## src/rtl/core/fud_pkg.sv

```systemverilog
// Shared types, byte codes and helpers for the form body decoder.
// No dependencies; imported by every module of the decoder.
`timescale 1ns / 1ps

package fud_pkg;

    typedef enum logic [2:0] {
        PH_START,
        PH_NAME,
        PH_VALUE,
        PH_HEX1,
        PH_HEX2,
        PH_DROP
    } fud_phase_t;

    localparam logic [1:0] KIND_NAME  = 2'd0;
    localparam logic [1:0] KIND_VALUE = 2'd1;
    localparam logic [1:0] KIND_END   = 2'd2;

    localparam logic [7:0] CH_PLUS  = 8'h2B;
    localparam logic [7:0] CH_PCT   = 8'h25;
    localparam logic [7:0] CH_AMP   = 8'h26;
    localparam logic [7:0] CH_EQ    = 8'h3D;
    localparam logic [7:0] CH_SPACE = 8'h20;

    localparam logic [6:0] PAIR_LIMIT_RESET = 7'd64;

    typedef struct packed {
        logic [7:0] out_byte;
        logic [1:0] item_kind;
        logic [5:0] pair_number;
        logic       escape_error;
        logic       limit_hit;
        logic       last_result;
    } fud_result_t;

    // Results of one input item: first is sent before second.
    typedef struct packed {
        logic [1:0]  count;
        fud_result_t first;
        fud_result_t second;
    } fud_push_t;

    // Returns {valid, nibble} for an ASCII hex digit of either case.
    function automatic logic [4:0] hex_nibble(input logic [7:0] b);
        logic [7:0] d;
        logic [4:0] res;
        res = 5'b0;
        if (b >= 8'h30 && b <= 8'h39) begin
            d   = b - 8'h30;
            res = {1'b1, d[3:0]};
        end else if (b >= 8'h41 && b <= 8'h46) begin
            d   = b - 8'h37;
            res = {1'b1, d[3:0]};
        end else if (b >= 8'h61 && b <= 8'h66) begin
            d   = b - 8'h57;
            res = {1'b1, d[3:0]};
        end else begin
            d   = 8'h00;
            res = {1'b0, d[3:0]};
        end
        return res;
    endfunction

endpackage

```

## src/rtl/core/fud_parse.sv

```systemverilog
// Pair splitting and value decoding for one registered body byte.
// Holds the parse state and the pair limit register; uses fud_pkg.
`timescale 1ns / 1ps

module fud_parse import fud_pkg::*; #(
    parameter int MAX_PAIRS = 64
) (
    input  logic       aclk,
    input  logic       aresetn,
    input  logic       cfg_wr_en,
    input  logic [6:0] cfg_wr_data,
    input  logic [7:0] item_byte,
    input  logic       item_last,
    input  logic       advance,
    output fud_push_t  push
);

    localparam int CW   = $clog2(MAX_PAIRS + 1);
    localparam int CMPW = (CW > 7) ? CW : 7;

    fud_phase_t    phase_reg, phase_next;
    logic [3:0]    hn_reg, hn_next;
    logic [CW-1:0] cnt_reg, cnt_next;
    logic          open_reg, open_next;
    logic          err_reg, err_next;
    logic          lim_reg, lim_next;
    logic [6:0]    pair_limit_reg;

    logic [CMPW-1:0] cnt_ext, cfg_ext, max_ext, eff_limit;
    logic [4:0]      hex;
    logic            vb, close_now, d_v, e_v;
    logic [7:0]      d_byte;
    logic [1:0]      d_kind;
    fud_result_t     d_res, e_res;

    function automatic fud_result_t pack_res(input logic [7:0] b, input logic [1:0] k,
                                             input logic [CW-1:0] c, input logic er,
                                             input logic lh, input logic lr);
        logic [CW+5:0] c_ext;
        fud_result_t   r;
        c_ext          = {6'b0, c};
        r.out_byte     = b;
        r.item_kind    = k;
        r.pair_number  = c_ext[5:0];
        r.escape_error = er;
        r.limit_hit    = lh;
        r.last_result  = lr;
        return r;
    endfunction

    assign cfg_ext   = CMPW'(pair_limit_reg);
    assign max_ext   = CMPW'(MAX_PAIRS);
    assign eff_limit = (cfg_ext < max_ext) ? cfg_ext : max_ext;
    assign cnt_ext   = CMPW'(cnt_reg);
    assign hex       = hex_nibble(item_byte);

    always_comb begin
        phase_next = phase_reg;
        hn_next    = hn_reg;
        cnt_next   = cnt_reg;
        open_next  = open_reg;
        err_next   = err_reg;
        lim_next   = lim_reg;
        vb         = 1'b0;
        close_now  = 1'b0;
        d_v        = 1'b0;
        d_byte     = item_byte;
        d_kind     = KIND_NAME;
        e_v        = 1'b0;
        e_res      = '0;

        unique case (phase_reg)
            PH_START: begin
                if (item_byte != CH_AMP && item_byte != CH_EQ) begin
                    if (cnt_ext >= eff_limit) begin
                        phase_next = PH_DROP;
                        lim_next   = 1'b1;
                    end else begin
                        phase_next = PH_NAME;
                        open_next  = 1'b1;
                        d_v        = 1'b1;
                    end
                end
            end
            PH_NAME: begin
                if (item_byte == CH_EQ) begin
                    phase_next = PH_VALUE;
                end else if (item_byte == CH_AMP) begin
                    close_now = 1'b1;
                end else begin
                    d_v = 1'b1;
                end
            end
            PH_VALUE: vb = 1'b1;
            PH_HEX1: begin
                if (hex[4]) begin
                    hn_next    = hex[3:0];
                    phase_next = PH_HEX2;
                end else begin
                    // drop the escape, treat this byte as plain value data
                    err_next   = 1'b1;
                    phase_next = PH_VALUE;
                    vb         = 1'b1;
                end
            end
            PH_HEX2: begin
                phase_next = PH_VALUE;
                hn_next    = 4'h0;
                if (hex[4]) begin
                    d_v    = 1'b1;
                    d_kind = KIND_VALUE;
                    d_byte = {hn_reg, hex[3:0]};
                end else begin
                    err_next = 1'b1;
                    vb       = 1'b1;
                end
            end
            PH_DROP: begin
                if (item_byte == CH_AMP) phase_next = PH_START;
            end
            default: phase_next = PH_START;
        endcase

        if (vb) begin
            priority if (item_byte == CH_PLUS) begin
                d_v    = 1'b1;
                d_kind = KIND_VALUE;
                d_byte = CH_SPACE;
            end else if (item_byte == CH_PCT) begin
                phase_next = PH_HEX1;
            end else if (item_byte == CH_AMP) begin
                close_now = 1'b1;
            end else begin
                d_v    = 1'b1;
                d_kind = KIND_VALUE;
            end
        end

        d_res = pack_res(d_byte, d_kind, cnt_next, err_next, lim_next, 1'b0);

        if (close_now) begin
            e_v        = 1'b1;
            e_res      = pack_res(8'h00, KIND_END, cnt_next, err_next, lim_next, 1'b0);
            cnt_next   = cnt_next + CW'(1);
            phase_next = PH_START;
            open_next  = 1'b0;
        end

        if (item_last) begin
            if (phase_next == PH_HEX1 || phase_next == PH_HEX2) err_next = 1'b1;
            if (open_next) begin
                e_v   = 1'b1;
                e_res = pack_res(8'h00, KIND_END, cnt_next, err_next, lim_next, 1'b1);
            end else if (e_v) begin
                e_res.last_result = 1'b1;
            end else begin
                // body end with nothing to close: send a bare end marker
                e_v   = 1'b1;
                e_res = pack_res(8'h00, KIND_END, cnt_next, err_next, lim_next, 1'b1);
            end
            phase_next = PH_START;
            hn_next    = 4'h0;
            cnt_next   = '0;
            open_next  = 1'b0;
            err_next   = 1'b0;
            lim_next   = 1'b0;
        end

        push.count  = {1'b0, d_v} + {1'b0, e_v};
        push.first  = d_v ? d_res : e_res;
        push.second = e_res;
    end

    always_ff @(posedge aclk) begin
        if (!aresetn) begin
            phase_reg      <= PH_START;
            hn_reg         <= 4'h0;
            cnt_reg        <= '0;
            open_reg       <= 1'b0;
            err_reg        <= 1'b0;
            lim_reg        <= 1'b0;
            pair_limit_reg <= PAIR_LIMIT_RESET;
        end else begin
            if (cfg_wr_en) pair_limit_reg <= cfg_wr_data;
            if (advance) begin
                phase_reg <= phase_next;
                hn_reg    <= hn_next;
                cnt_reg   <= cnt_next;
                open_reg  <= open_next;
                err_reg   <= err_next;
                lim_reg   <= lim_next;
            end
        end
    end

endmodule

```

## src/rtl/core/fud_outq.sv

```systemverilog
// Two-entry result queue between the parser and the output channel.
// Takes up to two results per cycle, sends one; uses fud_pkg.
`timescale 1ns / 1ps

module fud_outq import fud_pkg::*; (
    input  logic        aclk,
    input  logic        aresetn,
    input  fud_push_t   push,
    input  logic        push_en,
    input  logic        m_ready,
    output fud_result_t head,
    output logic        head_valid,
    output logic [1:0]  room
);

    fud_result_t slot0_reg, slot0_next;
    fud_result_t slot1_reg, slot1_next;
    logic [1:0]  cnt_reg, cnt_next, cnt_mid;
    logic        pop;

    assign head_valid = (cnt_reg != 2'd0);
    assign head       = slot0_reg;
    assign pop        = head_valid && m_ready;
    assign room       = 2'd2 - cnt_reg + {1'b0, pop};

    always_comb begin
        slot0_next = slot0_reg;
        slot1_next = slot1_reg;
        cnt_mid    = cnt_reg;
        if (pop) begin
            slot0_next = slot1_reg;
            cnt_mid    = cnt_reg - 2'd1;
        end
        cnt_next = cnt_mid;
        if (push_en && push.count != 2'd0) begin
            if (cnt_mid == 2'd0) slot0_next = push.first;
            else                 slot1_next = push.first;
            if (push.count == 2'd2) slot1_next = push.second;
            cnt_next = cnt_mid + push.count;
        end
    end

    always_ff @(posedge aclk) begin
        if (!aresetn) begin
            cnt_reg <= 2'd0;
        end else begin
            cnt_reg <= cnt_next;
        end
        slot0_reg <= slot0_next;
        slot1_reg <= slot1_next;
    end

endmodule

```

## src/rtl/core/form_urlencoded_decoder.sv

```systemverilog
// Form body decoder: one input byte per item, name/value/end-of-pair results.
// An accepted item waits in the input register until its results enter the output queue,
// whose head drives m_axis. Throughput: 1 item per cycle while the queue has room; an item
// with two results has them sent in turn by the single-result-per-cycle output queue.
// Reset: synchronous active-low aresetn clears parse state, queue and input stage;
// pair limit returns to 64. Depends on fud_pkg, fud_parse, fud_outq.
`timescale 1ns / 1ps

module form_urlencoded_decoder import fud_pkg::*; #(
    parameter int MAX_PAIRS = 64
) (
    input  logic        aclk,
    input  logic        aresetn,
    input  logic        cfg_wr_en,
    input  logic [6:0]  cfg_wr_data,     // pair_limit
    input  logic        s_axis_tvalid,
    output logic        s_axis_tready,
    input  logic [7:0]  s_axis_tdata,    // [7:0] in_byte
    input  logic        s_axis_tlast,    // body_end
    output logic        m_axis_tvalid,
    input  logic        m_axis_tready,
    output logic [15:0] m_axis_tdata,    // [7:0] out_byte, [13:8] pair_number,
                                         // [14] escape_error, [15] limit_hit
    output logic [1:0]  m_axis_tuser,    // [1:0] item_kind
    output logic        m_axis_tlast     // last_result
);

    logic        in_valid_reg;
    logic [7:0]  in_byte_reg;
    logic        in_last_reg;
    logic        advance;
    logic [1:0]  room;
    fud_push_t   push;
    fud_result_t head;

    assign advance       = in_valid_reg && (push.count <= room);
    assign s_axis_tready = !in_valid_reg || advance;

    always_ff @(posedge aclk) begin
        if (!aresetn) begin
            in_valid_reg <= 1'b0;
        end else if (s_axis_tready) begin
            in_valid_reg <= s_axis_tvalid;
        end
        if (s_axis_tvalid && s_axis_tready) begin
            in_byte_reg <= s_axis_tdata;
            in_last_reg <= s_axis_tlast;
        end
    end

    fud_parse #(
        .MAX_PAIRS (MAX_PAIRS)
    ) u_parse (
        .aclk        (aclk),
        .aresetn     (aresetn),
        .cfg_wr_en   (cfg_wr_en),
        .cfg_wr_data (cfg_wr_data),
        .item_byte   (in_byte_reg),
        .item_last   (in_last_reg),
        .advance     (advance),
        .push        (push)
    );

    fud_outq u_outq (
        .aclk       (aclk),
        .aresetn    (aresetn),
        .push       (push),
        .push_en    (advance),
        .m_ready    (m_axis_tready),
        .head       (head),
        .head_valid (m_axis_tvalid),
        .room       (room)
    );

    assign m_axis_tdata = {head.limit_hit, head.escape_error, head.pair_number, head.out_byte};
    assign m_axis_tuser = head.item_kind;
    assign m_axis_tlast = head.last_result;

endmodule

```

## config.mk

```make
export PLATFORM = sky130hd
export DESIGN_NAME = form_urlencoded_decoder
export DESIGN_NICKNAME = d
export VERILOG_FILES = /design/src/rtl/core/fud_pkg.sv /design/src/rtl/core/fud_parse.sv /design/src/rtl/core/fud_outq.sv /design/src/rtl/core/form_urlencoded_decoder.sv
export SDC_FILE = /design/constraint.sdc
export NUM_CORES = 1
export LEC_CHECK = 0
export ABC_AREA = 1
export BUFFER_PORTS_ARGS = -buffer_cell sky130_fd_sc_hd__buf_2
export CAP_MARGIN = 40
export CORE_ASPECT_RATIO = 1.2
export CORE_MARGIN = 2
export CORE_UTILIZATION = 56
export CTS_CLUSTER_SIZE = 10
export DETAILED_ROUTE_END_ITERATION = 6
export PLACE_DENSITY = 0.84
export SYNTH_ARGS = -nofsm -noshare
export SYNTH_HDL_FRONTEND = slang
export SYNTH_HIERARCHICAL = 1
export SYNTH_SLANG_ARGS = --single-unit
```

## constraint.sdc

```tcl
create_clock -name aclk -period 7.83 [get_ports aclk]
set_input_delay 0.3915 -clock aclk [delete_from_list [all_inputs] [get_ports aclk]]
set_output_delay 0.3915 -clock aclk [all_outputs]
set_load 0.005 [all_outputs]
```

==> results, run 1 <==
- The maximum level of the CTS H-tree is 3.
- The Yosys step of the flow raised 6 warnings.
- The number of storage elements in the synthesis netlist is 73.
- The placer congestion estimate is 0.890.
- After Yosys synthesis, and, or, nand and nor cells account for 35.5% of the synthesized area.
- The die outline width is between 80 and 90 um.
- The core region area is just under 0.008 mm^2.
- VDD sags by at most about 0.17 mV.
- The slowest library cell on the worst path is sky130_fd_sc_hd__a21boi_1.
- The TritonCTS sink count is between 70 and 80.
- The overall global routing resource usage is a little under a quarter.
- The netlist uses between 40 and 50 different library cells.
- By area, the combinational part of the netlist is dominated by simple AND/OR/NAND/NOR gates.
- The post-cts repair resize count is 0.
- For the worst-skew pair, the clock arrives at the later sink with an insertion delay of ~0.35 ns.
- The via count of the first global-routing pass is roughly 3700.
- The path length in cells of the critical path is 20.
- The final cycle utilization of the critical path is between 60 and 70%.
- The number of nets in the layout is around 690.
- The residual DRC count is 2.
- The cell area that synthesis handed to floorplanning was around 0.0045 mm^2.
- Relative to the synthesized area, the layout overhead comes to 10.2%.
- In this run the vertical extent of the chip is slightly above 100 um.
- Of all nets on the critical path, the largest fanout is 21.
- After legalization and detailed placement, the total HPWL measured approximately 7300 um.
- For the worst setup path, the data required time is ~8 ns.
- Along the worst hold path, the cell count comes to 1.
- In this run the power density over the cells is around 330 mW/mm^2.
- The minimum setup slack after placement is about 2.9 ns.
- The count of standard-cell rows is 35.
- Setup repair after global routing left no endpoint under its margin.
- The data arrival time of the worst path is between 5 and 6 ns.
- The total CTS buffers is 9.
- The count of hold buffers inserted by post-cts repair is 0.
- STA classifies the critical path startpoint as a flip-flop.
- After clock tree synthesis, the clock-pin slew on the worst setup and hold paths is about 0.080 ns.
- Static timing analysis puts the maximum clock frequency at a little under 0.2 GHz.
- The average routed wire per standard cell is roughly 13 um.
- The wire length of the first global-routing pass is ~16000 um.
- The cell count after synthesis came out at about 610.
- The via total after detailed routing is just under 4000.
- Summed over all layers, the global routing overflow is 0.
- The number of antenna diodes in the final layout is 0.
- On the critical path the largest part of the delay comes from simple AND/OR/NAND/NOR gates.
- Traced cell by cell, the critical path runs through inv_1 > ha_1 > inv_1 > nand3_1 > nand4_1 > nand3_4 > nand2_4 > nand2_4 > nand2_4 > nor2_8 > inv_6 > ha_1 > inv_1 > ha_1 > nand2_1 > a21boi_1 > nand2_1 > nand2_1 > nand2_1 > inv_1.
- The type of destination of the critical path is a flip-flop.
- Of the total synthesized cell area, the portion taken by XOR and XNOR cells is less than 1%.
- Setup violations remaining at the end of the flow were counted as 0.
- In this run the clock root is driven by a sky130_fd_sc_hd__clkbuf_8.
- After clock tree synthesis, the setup repair step added 0 buffers.
- The smallest clock period supported by the final layout is computed as 5.06 ns.
- The max capacitance violation total is 0.
- The checks that failed: design-rule violations.
- After detailed routing, the total wire length is approximately 9700 um.
- In this run the tool buffered the top-level ports with 41 buffer cells.
- The first routing iteration left 195 violations.
- The adder-cell share of the synthesized area is under 10%.
- The flow ran to the end, but the final reports show violations.
- The total die area is just under 0.009 mm^2.
- The pre-antenna-repair detailed-routing pass consisted of 7 iterations.
- The number of cells on the worst reg-to-reg path is 20.
- Once routing completed, OpenROAD measured the worst setup slack at around 2.8 ns.
- The min-delay analysis places its worst path in the category in -> reg.
- During I/O placement, the number of pins put on the boundary was 42.
- On the worst path, the slowest cell contributes a delay of about 0.65 ns.
- A synthesized cell averages ~7.3 um^2.
- The static leakage is 2.36 nW.
- The critical path in this run is classified as reg -> reg.
- The post-route clock skew is a little over 0.008 ns.
- In the final layout, the share of cells above drive strength 1 is between 10% and 20%.
- Summing the sequential cell areas from Yosys gives 38.8% of the chip area.
- The number of vias per cell after detailed routing is 5.27.
- The count of nets left with antenna violations once routing finished came out at 0.
- TritonCTS built the clock tree.
- For this configuration, the core starts out at a cell density of 58.0%.
- Entering global routing, the biggest net connects 24 pins.
- The clock passes through at most 2 buffers.
- Together, buffers and inverters on the worst path number 5.
- The number of endpoints with negative hold slack in the final report is 0.
- Summing the areas of all compound-gate instances in the mapped netlist gives 9.27% of the synthesized area.
- In the final timing run, aggregate negative setup slack is 0 ns.
- In this run the tightest slew margin relative to its limit is between 40% and 50%.
- At the pin with the least slew margin, the transition time is 0.777 ns.
- Of the post-synthesis cell area, the part taken by muxes is 0%.
- The final number of max-transition violations came to 0.
- The number of antenna violations at the first check in global routing came to 0.
worst paths after layout:
kind	startpoint	end	slack (ns)
max	in_byte_reg[1]	u_outq/slot1_reg[8]	2.77
min	s_axis_tdata[2]	in_byte_reg[2]	0.22
max reg2reg	in_byte_reg[1]	u_outq/slot1_reg[8]	2.77
min reg2reg	u_parse/err_reg	u_parse/err_reg	0.47
metrics by stage:
stage / area, um^2 / utilization (%) / instances / hold WS, ns / total power, mW
3_5_place_dp: 4690 / 60.5 / 728 / 0.457 / 1.24
6_report: 4950 / 63.9 / 744 / 0.215 / 1.63
3_3_place_gp: 4660 / 60.1 / 726 / 0.454 / 1.19
2_1_floorplan: 4520 / - / 620 / 0.435 / 1.10
5_1_grt: 4950 / 63.9 / 744 / 0.206 / 1.75
4_1_cts: 4950 / 63.9 / 744 / 0.206 / 1.63
synthesized netlist by cell type (all sizes together):
| library cell | instances | area (um^2) |
|---|---|---|
| nand2 | 220 | 898 |
| inv | 74 | 283 |
| nor2 | 57 | 283 |
| dfxtp | 45 | 901 |
| o21ai | 42 | 236 |
| edfxtp | 28 | 841 |
| nand3 | 27 | 178 |
| nand4 | 26 | 163 |
| a21oi | 24 | 128 |
| buf | 23 | 169 |
| ha | 18 | 225 |
| nor3 | 5 | 41.3 |
| clkbuf | 4 | 15.0 |
| a211oi | 2 | 15.0 |
| clkinv | 2 | 7.51 |
| xnor2 | 2 | 17.5 |
| xor2 | 2 | 17.5 |
| a21boi | 1 | 7.51 |
| a31oi | 1 | 6.26 |
| and2 | 1 | 6.26 |
| conb | 1 | 3.75 |
| nand3b | 1 | 7.51 |
| nor3b | 1 | 7.51 |
| nor4 | 1 | 6.26 |
| o2111ai | 1 | 8.76 |
| o21a | 1 | 7.51 |
| o31ai | 1 | 7.51 |
| or2 | 1 | 6.26 |
layout by cell type (no fill, tap or decap), types with 9 or more instances in the layout:
master                     instances
sky130_fd_sc_hd__clkbuf_8          9
sky130_fd_sc_hd__nand2_1         205
sky130_fd_sc_hd__nand3_1          23
sky130_fd_sc_hd__ha_1             18
sky130_fd_sc_hd__nor2_1           46
sky130_fd_sc_hd__buf_2            41
sky130_fd_sc_hd__inv_1            71
sky130_fd_sc_hd__conb_1            9
sky130_fd_sc_hd__nand4_1          26
sky130_fd_sc_hd__o21ai_0          29
sky130_fd_sc_hd__a21oi_1          22
sky130_fd_sc_hd__edfxtp_1         28
sky130_fd_sc_hd__dfxtp_1          45
cell type report:
type	count	area, um^2
Clock buffer	9	124
Clock inverter	7	143
Fill cell	664	2800
Inverter	76	290
Multi-Input combinational cell	444	2310
Sequential cell	73	1740
Tap cell	92	115
Timing Repair Buffer	43	231
where the power goes:
group | switching [mW] | internal [mW]
Combinational | 0.459 | 0.214
Clock | 0.144 | 0.244
Sequential | 0.0488 | 0.522
logic make-up after synthesis:
kind of cell,after synthesis
AO/OA/AOI/OAI,73
adder cells (fa/ha/maj),18
XOR/XNOR,4
buffers and inverters,103
flip-flops,73
AND/OR/NAND/NOR,340
other,1
metal layers:
layer  vias to the layer above  global-route usage, %  wire (um)
li1                       2025                      -          -
met1                      1769                   28.1       4170
met2                       113                   43.3       4940
met3                        15                   3.07        473
met4                         0                   8.55        139
met5                         -                      0          0
Power figures use the tool's default switching activity.
==> run 2: changes to the inputs <==
--- a/config.mk
+++ b/config.mk
@@ -5,15 +5,15 @@
 export SDC_FILE = /design/constraint.sdc
 export NUM_CORES = 1
 export LEC_CHECK = 0
-export ABC_AREA = 1
+export ABC_AREA = 0
 export BUFFER_PORTS_ARGS = -buffer_cell sky130_fd_sc_hd__buf_2
 export CAP_MARGIN = 40
 export CORE_ASPECT_RATIO = 1.2
 export CORE_MARGIN = 2
-export CORE_UTILIZATION = 56
+export CORE_UTILIZATION = 54
 export CTS_CLUSTER_SIZE = 10
 export DETAILED_ROUTE_END_ITERATION = 6
-export PLACE_DENSITY = 0.84
+export PLACE_DENSITY = 0.85
 export SYNTH_ARGS = -nofsm -noshare
 export SYNTH_HDL_FRONTEND = slang
 export SYNTH_HIERARCHICAL = 1
==> constraint.sdc (replaced) <==
create_clock -name aclk -period 4.25 [get_ports aclk]
set_input_delay 0.2125 -clock aclk [delete_from_list [all_inputs] [get_ports aclk]]
set_output_delay 0.2125 -clock aclk [all_outputs]
set_load 0.005 [all_outputs]
==> run 2 against run 1 <==
  * The flow now finishes without violations
  * Register-to-register slack got worse by 2.5 ns
  * Count of clock-buffer cells in the layout increased by 4
  * Via count decreased by 14%
  * Final cell count decreased by 21%
  * Largest power group is now sequential cells
  * Sequential power increased by 73%
  * Clock power increased by 41%
  * Combinational power increased by 26%
  * Largest cell class unchanged
  * Synthesized area decreased by 2.5%
==> results, run 2 <==
- The top-level I/O count is 42 (unchanged).
- The core region area came to 0.00802 mm^2 (was 0.00775 mm^2).
- The worst ir drop on vdd is 0.232 mV (was 0.167 mV).
- The area of placed instances came to 0.00462 mm^2 (was 0.00469 mm^2).
- The post-route antenna net violation count was 0 (unchanged).
- The number of antenna violations at the first check in global routing was 0 (unchanged).
- The post-route clock skew is 0.00905 ns (was 0.00825 ns).
- The top cell family by delay on the critical path was compound AO/OA/AOI/OAI gates (was simple AND/OR/NAND/NOR gates).
- The maximum level of the CTS H-tree is 3 (unchanged).
- The fraction of power consumed by sequential logic was 41.4% (was 35.0%).
- The combined buffer and inverter count along the critical path is 4 (was 5).
- The diode insertion count for antenna repair is 0 (unchanged).
- The clock tree from TritonCTS was yes (unchanged).
- The placer congestion estimate is 1.04 (was 0.890).
- The number of non-filler instances in the completed layout is 585 (was 744).
- The synthesis-to-layout area growth is 10.6% (was 10.2%).
- The via count of the first global-routing pass is 3169 (was 3727).
- Commonest cells after routing, fill and taps aside: 45 x sky130_fd_sc_hd__nand2_1, 45 x sky130_fd_sc_hd__dfxtp_1, 41 x sky130_fd_sc_hd__buf_2 (was 205 x sky130_fd_sc_hd__nand2_1, 71 x sky130_fd_sc_hd__inv_1, 46 x sky130_fd_sc_hd__nor2_1).
- The clock-pin transition on the worst setup and hold timing paths was 0.08 ns (about the same).
- The cell count after synthesis was 447 (was 612).
- The DRC marker count from the first detailed-route iteration is 204 (was 195).
- The count of standard-cell rows is 36 (was 35).
- The area share of the largest cell type after synthesis is 20.6% (was 20.1%).
- The synthesized area per cell is 9.81 um^2 (was 7.34 um^2).
- The critical path launch point type is a flip-flop (unchanged).
- The distinct cell type count of the synthesized netlist is 73 (was 44).
- The fraction of power spent switching nets is 34.9% (was 39.9%).
- The final wirelength is 8940 um (was 9720 um).
- The internal power is 1.55 mW (was 0.980 mW).
- The number of storage elements in the synthesis netlist is 73 (unchanged).
- The starting density of the core is 54.7% (was 58.0%).
- The total die area was 0.00886 mm^2 (was 0.00876 mm^2).
- The slew at the pin closest to its max-slew limit is 0.663 ns (was 0.777 ns).
- The pin count of the biggest net entering global routing came to 39 (was 24).
- The number of nets in the layout is 524 (was 686).
- The combinational cell fraction of total power came to 35.6% (was 41.2%).
- CP cell instances: inv_1 > ha_2 > o21bai_1 > a211oi_1 > o32ai_2 > o21ai_2 > inv_2 > ha_1 > inv_1 > ha_1 > nand2_1 > o21ai_0 > and2_1 > o21ai_1 > a2111oi_4 > buf_8 > nand2_1 > o21ai_0 (was inv_1 > ha_1 > inv_1 > nand3_1 > nand4_1 > nand3_4 > nand2_4 > nand2_4 > nand2_4 > nor2_8 > inv_6 > ha_1 > inv_1 > ha_1 > nand2_1 > a21boi_1 > nand2_1 > nand2_1 > nand2_1 > inv_1).
- Status: finished, final reports clean (was complete, but fails checks).
- The via total after detailed routing is 3362 (was 3922).
- The residual DRC count was 0 (was 2).
- The slowest library cell on the worst path is sky130_fd_sc_hd__edfxtp_1 (was sky130_fd_sc_hd__a21boi_1).
- The final setup slack of the worst path is 0.286 ns (was 2.77 ns).
- The most used flip-flop cell after synthesis was sky130_fd_sc_hd__dfxtp_1 (unchanged).
- The average routed wire per standard cell is 15.3 um (was 13.1 um).
- The number of flops mapped to enable cells by yosys came to 28 (unchanged).
- The maximum single-stage delay on the critical path was 0.46 ns (was 0.65 ns).
- The final setup violation count is 0 (unchanged).
- The clock insertion delay at the later pin of the skew report is 0.36 ns (was 0.35 ns).
- The final number of max-transition violations is 0 (unchanged).
- The number of fillers in the final layout is 665 (was 664).
- The upper clock frequency limit is 0.252 GHz (was 0.198 GHz).
- The max capacitance violation total was 0 (unchanged).
- The die outline width is 86.2 um (was 85.8 um).
- The overall global routing resource usage was 21.5% (was 23.5%).
- The clock period minus final worst setup slack is 3.96 ns (was 5.06 ns).
- The number of placed instances, taps included was 569 (was 728).
- The data arrival time of the worst path is 4.25 ns (was 5.04 ns).
- The largest fanout of any net on the critical path came to 38 (was 21).
- The count of hold buffers inserted by post-cts repair was 0 (unchanged).
- The number of vias per cell after detailed routing came to 5.75 (was 5.27).
- The proportion of synthesized flip-flops having asynchronous set or reset was 0% (unchanged).
- The number of endpoints with negative hold slack in the final report was 0 (unchanged).
- The total CTS buffers is 9 (unchanged).
- The final instance area is 0.00485 mm^2 (was 0.00495 mm^2).
- The required time of the critical path is 4.54 ns (was 7.81 ns).
- The HPWL reported at the end of detailed placement is 6590 um (was 7320 um).
- The height of the die was 103 um (was 102 um).
- The number of warnings issued by yosys is 6 (unchanged).
- The sum of internal, switching and leakage power came to 2.38 mW (was 1.63 mW).
- The power density over cell area was 492 mW/mm^2 (was 329 mW/mm^2).
- The minimum setup slack after placement is 0.0390 ns (was 2.86 ns).
- The post-synthesis cell area is 0.00438 mm^2 (was 0.00449 mm^2).
- The fraction of layout instances using a drive strength above 1 is 23.1% (was 15.8%).
- The final cycle utilization of the critical path came to 93.3% (was 64.6%).
- The static leakage came to 2.07 nW (was 2.36 nW).
- The number of post-CTS setup repair buffers came to 0 (unchanged).
- The remaining global-route overflow is 0 (unchanged).
- The maximum buffer depth of the clock tree is 2 (unchanged).
- Most common library cells after synthesis: 45 x sky130_fd_sc_hd__dfxtp_1, 45 x sky130_fd_sc_hd__nand2_1, 35 x sky130_fd_sc_hd__mux2i_1 (was 205 x sky130_fd_sc_hd__nand2_1, 71 x sky130_fd_sc_hd__inv_1, 46 x sky130_fd_sc_hd__nor2_1).
- The type of destination of the critical path is a flip-flop (unchanged).
- The number of buffer cells added on primary ports is 41 (unchanged).
- The class of the tightest hold or removal check is in -> reg (unchanged).
- The biggest area consumer among synthesized cells is sky130_fd_sc_hd__dfxtp_1 (unchanged).
- The detailed-routing iteration count for the pre-antenna-repair pass is 4 (was 7).
- Top cells by area in the synthesized netlist: sky130_fd_sc_hd__dfxtp_1 21%, sky130_fd_sc_hd__edfxtp_1 19%, sky130_fd_sc_hd__mux2i_1 8.0% (was sky130_fd_sc_hd__dfxtp_1 20%, sky130_fd_sc_hd__edfxtp_1 19%, sky130_fd_sc_hd__nand2_1 17%).
- The share of power burned in the clock network was 22.9% (was 23.8%).
- The post-cts repair resize count is 0 (unchanged).
- The portion of the post-synthesis area used by sequential elements came to 39.7% (was 38.8%).
- The TritonCTS sink count is 73 (unchanged).
- The net switching component of the power is 0.831 mW (was 0.651 mW).
- The critical path class is reg -> reg (unchanged).
- The worst max-slew margin expressed relative to the limit came to 55.2% (was 48.1%).
- The wire length of the first global-routing pass is 15000 um (was 16500 um).
- The master cell of the clock root buffer is sky130_fd_sc_hd__clkbuf_8 (unchanged).
-- run 2: worst paths after layout --
check	from	endpoint	slack, ns	depth (start not counted)
setup reg to reg	in_byte_reg[1]	u_outq/head[13]	0.29	18
setup / recovery	in_byte_reg[1]	u_outq/head[13]	0.29	18
hold / removal	s_axis_tdata[4]	in_byte_reg[4]	0.02	1
hold reg to reg	u_parse/hn_reg[1]	u_parse/hn_reg[1]	0.47	2
-- run 2: final cells by class --
cell class                      instances  area (um^2)  area share, %
Multi-Input combinational cell        329         2410           49.8
Timing Repair Buffer                   53          303           6.25
Clock inverter                          3         21.3          0.439
Sequential cell                        73         1740           35.9
Inverter                               19         71.3           1.47
Tap cell                               95          119           2.45
Clock buffer                           13          180           3.72
-- run 2: cell families after synthesis --
family,after synthesis,share of synthesized area [%]
compound gates,90,14.6
xor+xnor,7,1.40
fa+ha+maj,18,5.14
buf+inv,53,6.59
flops,73,39.7
mux,57,13.6
other cells,1,0.0856
simple gates,148,18.8
-- run 2: through the flow --
stage | setup TNS, ns | util [%] | hold WS [ns]
global placement | 0 | 57.6 | 0.389
global route | -0.0611 | 60.5 | 0.00528
CTS | 0 | 60.1 | 0.00244
detailed placement | 0 | 57.6 | 0.391
finish | 0 | 60.5 | 0.0158
floorplan | 0 | - | 0.311
-- run 2: routing by layer --
| layer | vias up | wire (um) | track usage [%] |
|---|---|---|---|
| li1 | 1672 | - | - |
| met1 | 1581 | 4020 | 27.5 |
| met2 | 93 | 4280 | 34.5 |
| met3 | 16 | 420 | 5.20 |
| met4 | 0 | 225 | 9.98 |
| met5 | - | 0 | 0 |
-- run 2: power groups by stage --
stage / Combinational (mW) / Clock [mW] / Sequential [mW]
finish: 0.850 / 0.547 / 0.988
global route: 0.938 / 0.587 / 1.01
CTS: 0.837 / 0.558 / 0.990
detailed placement: 0.834 / 0 / 1.01
global placement: 0.799 / 0 / 0.998
floorplan: 0.627 / 0 / 0.988
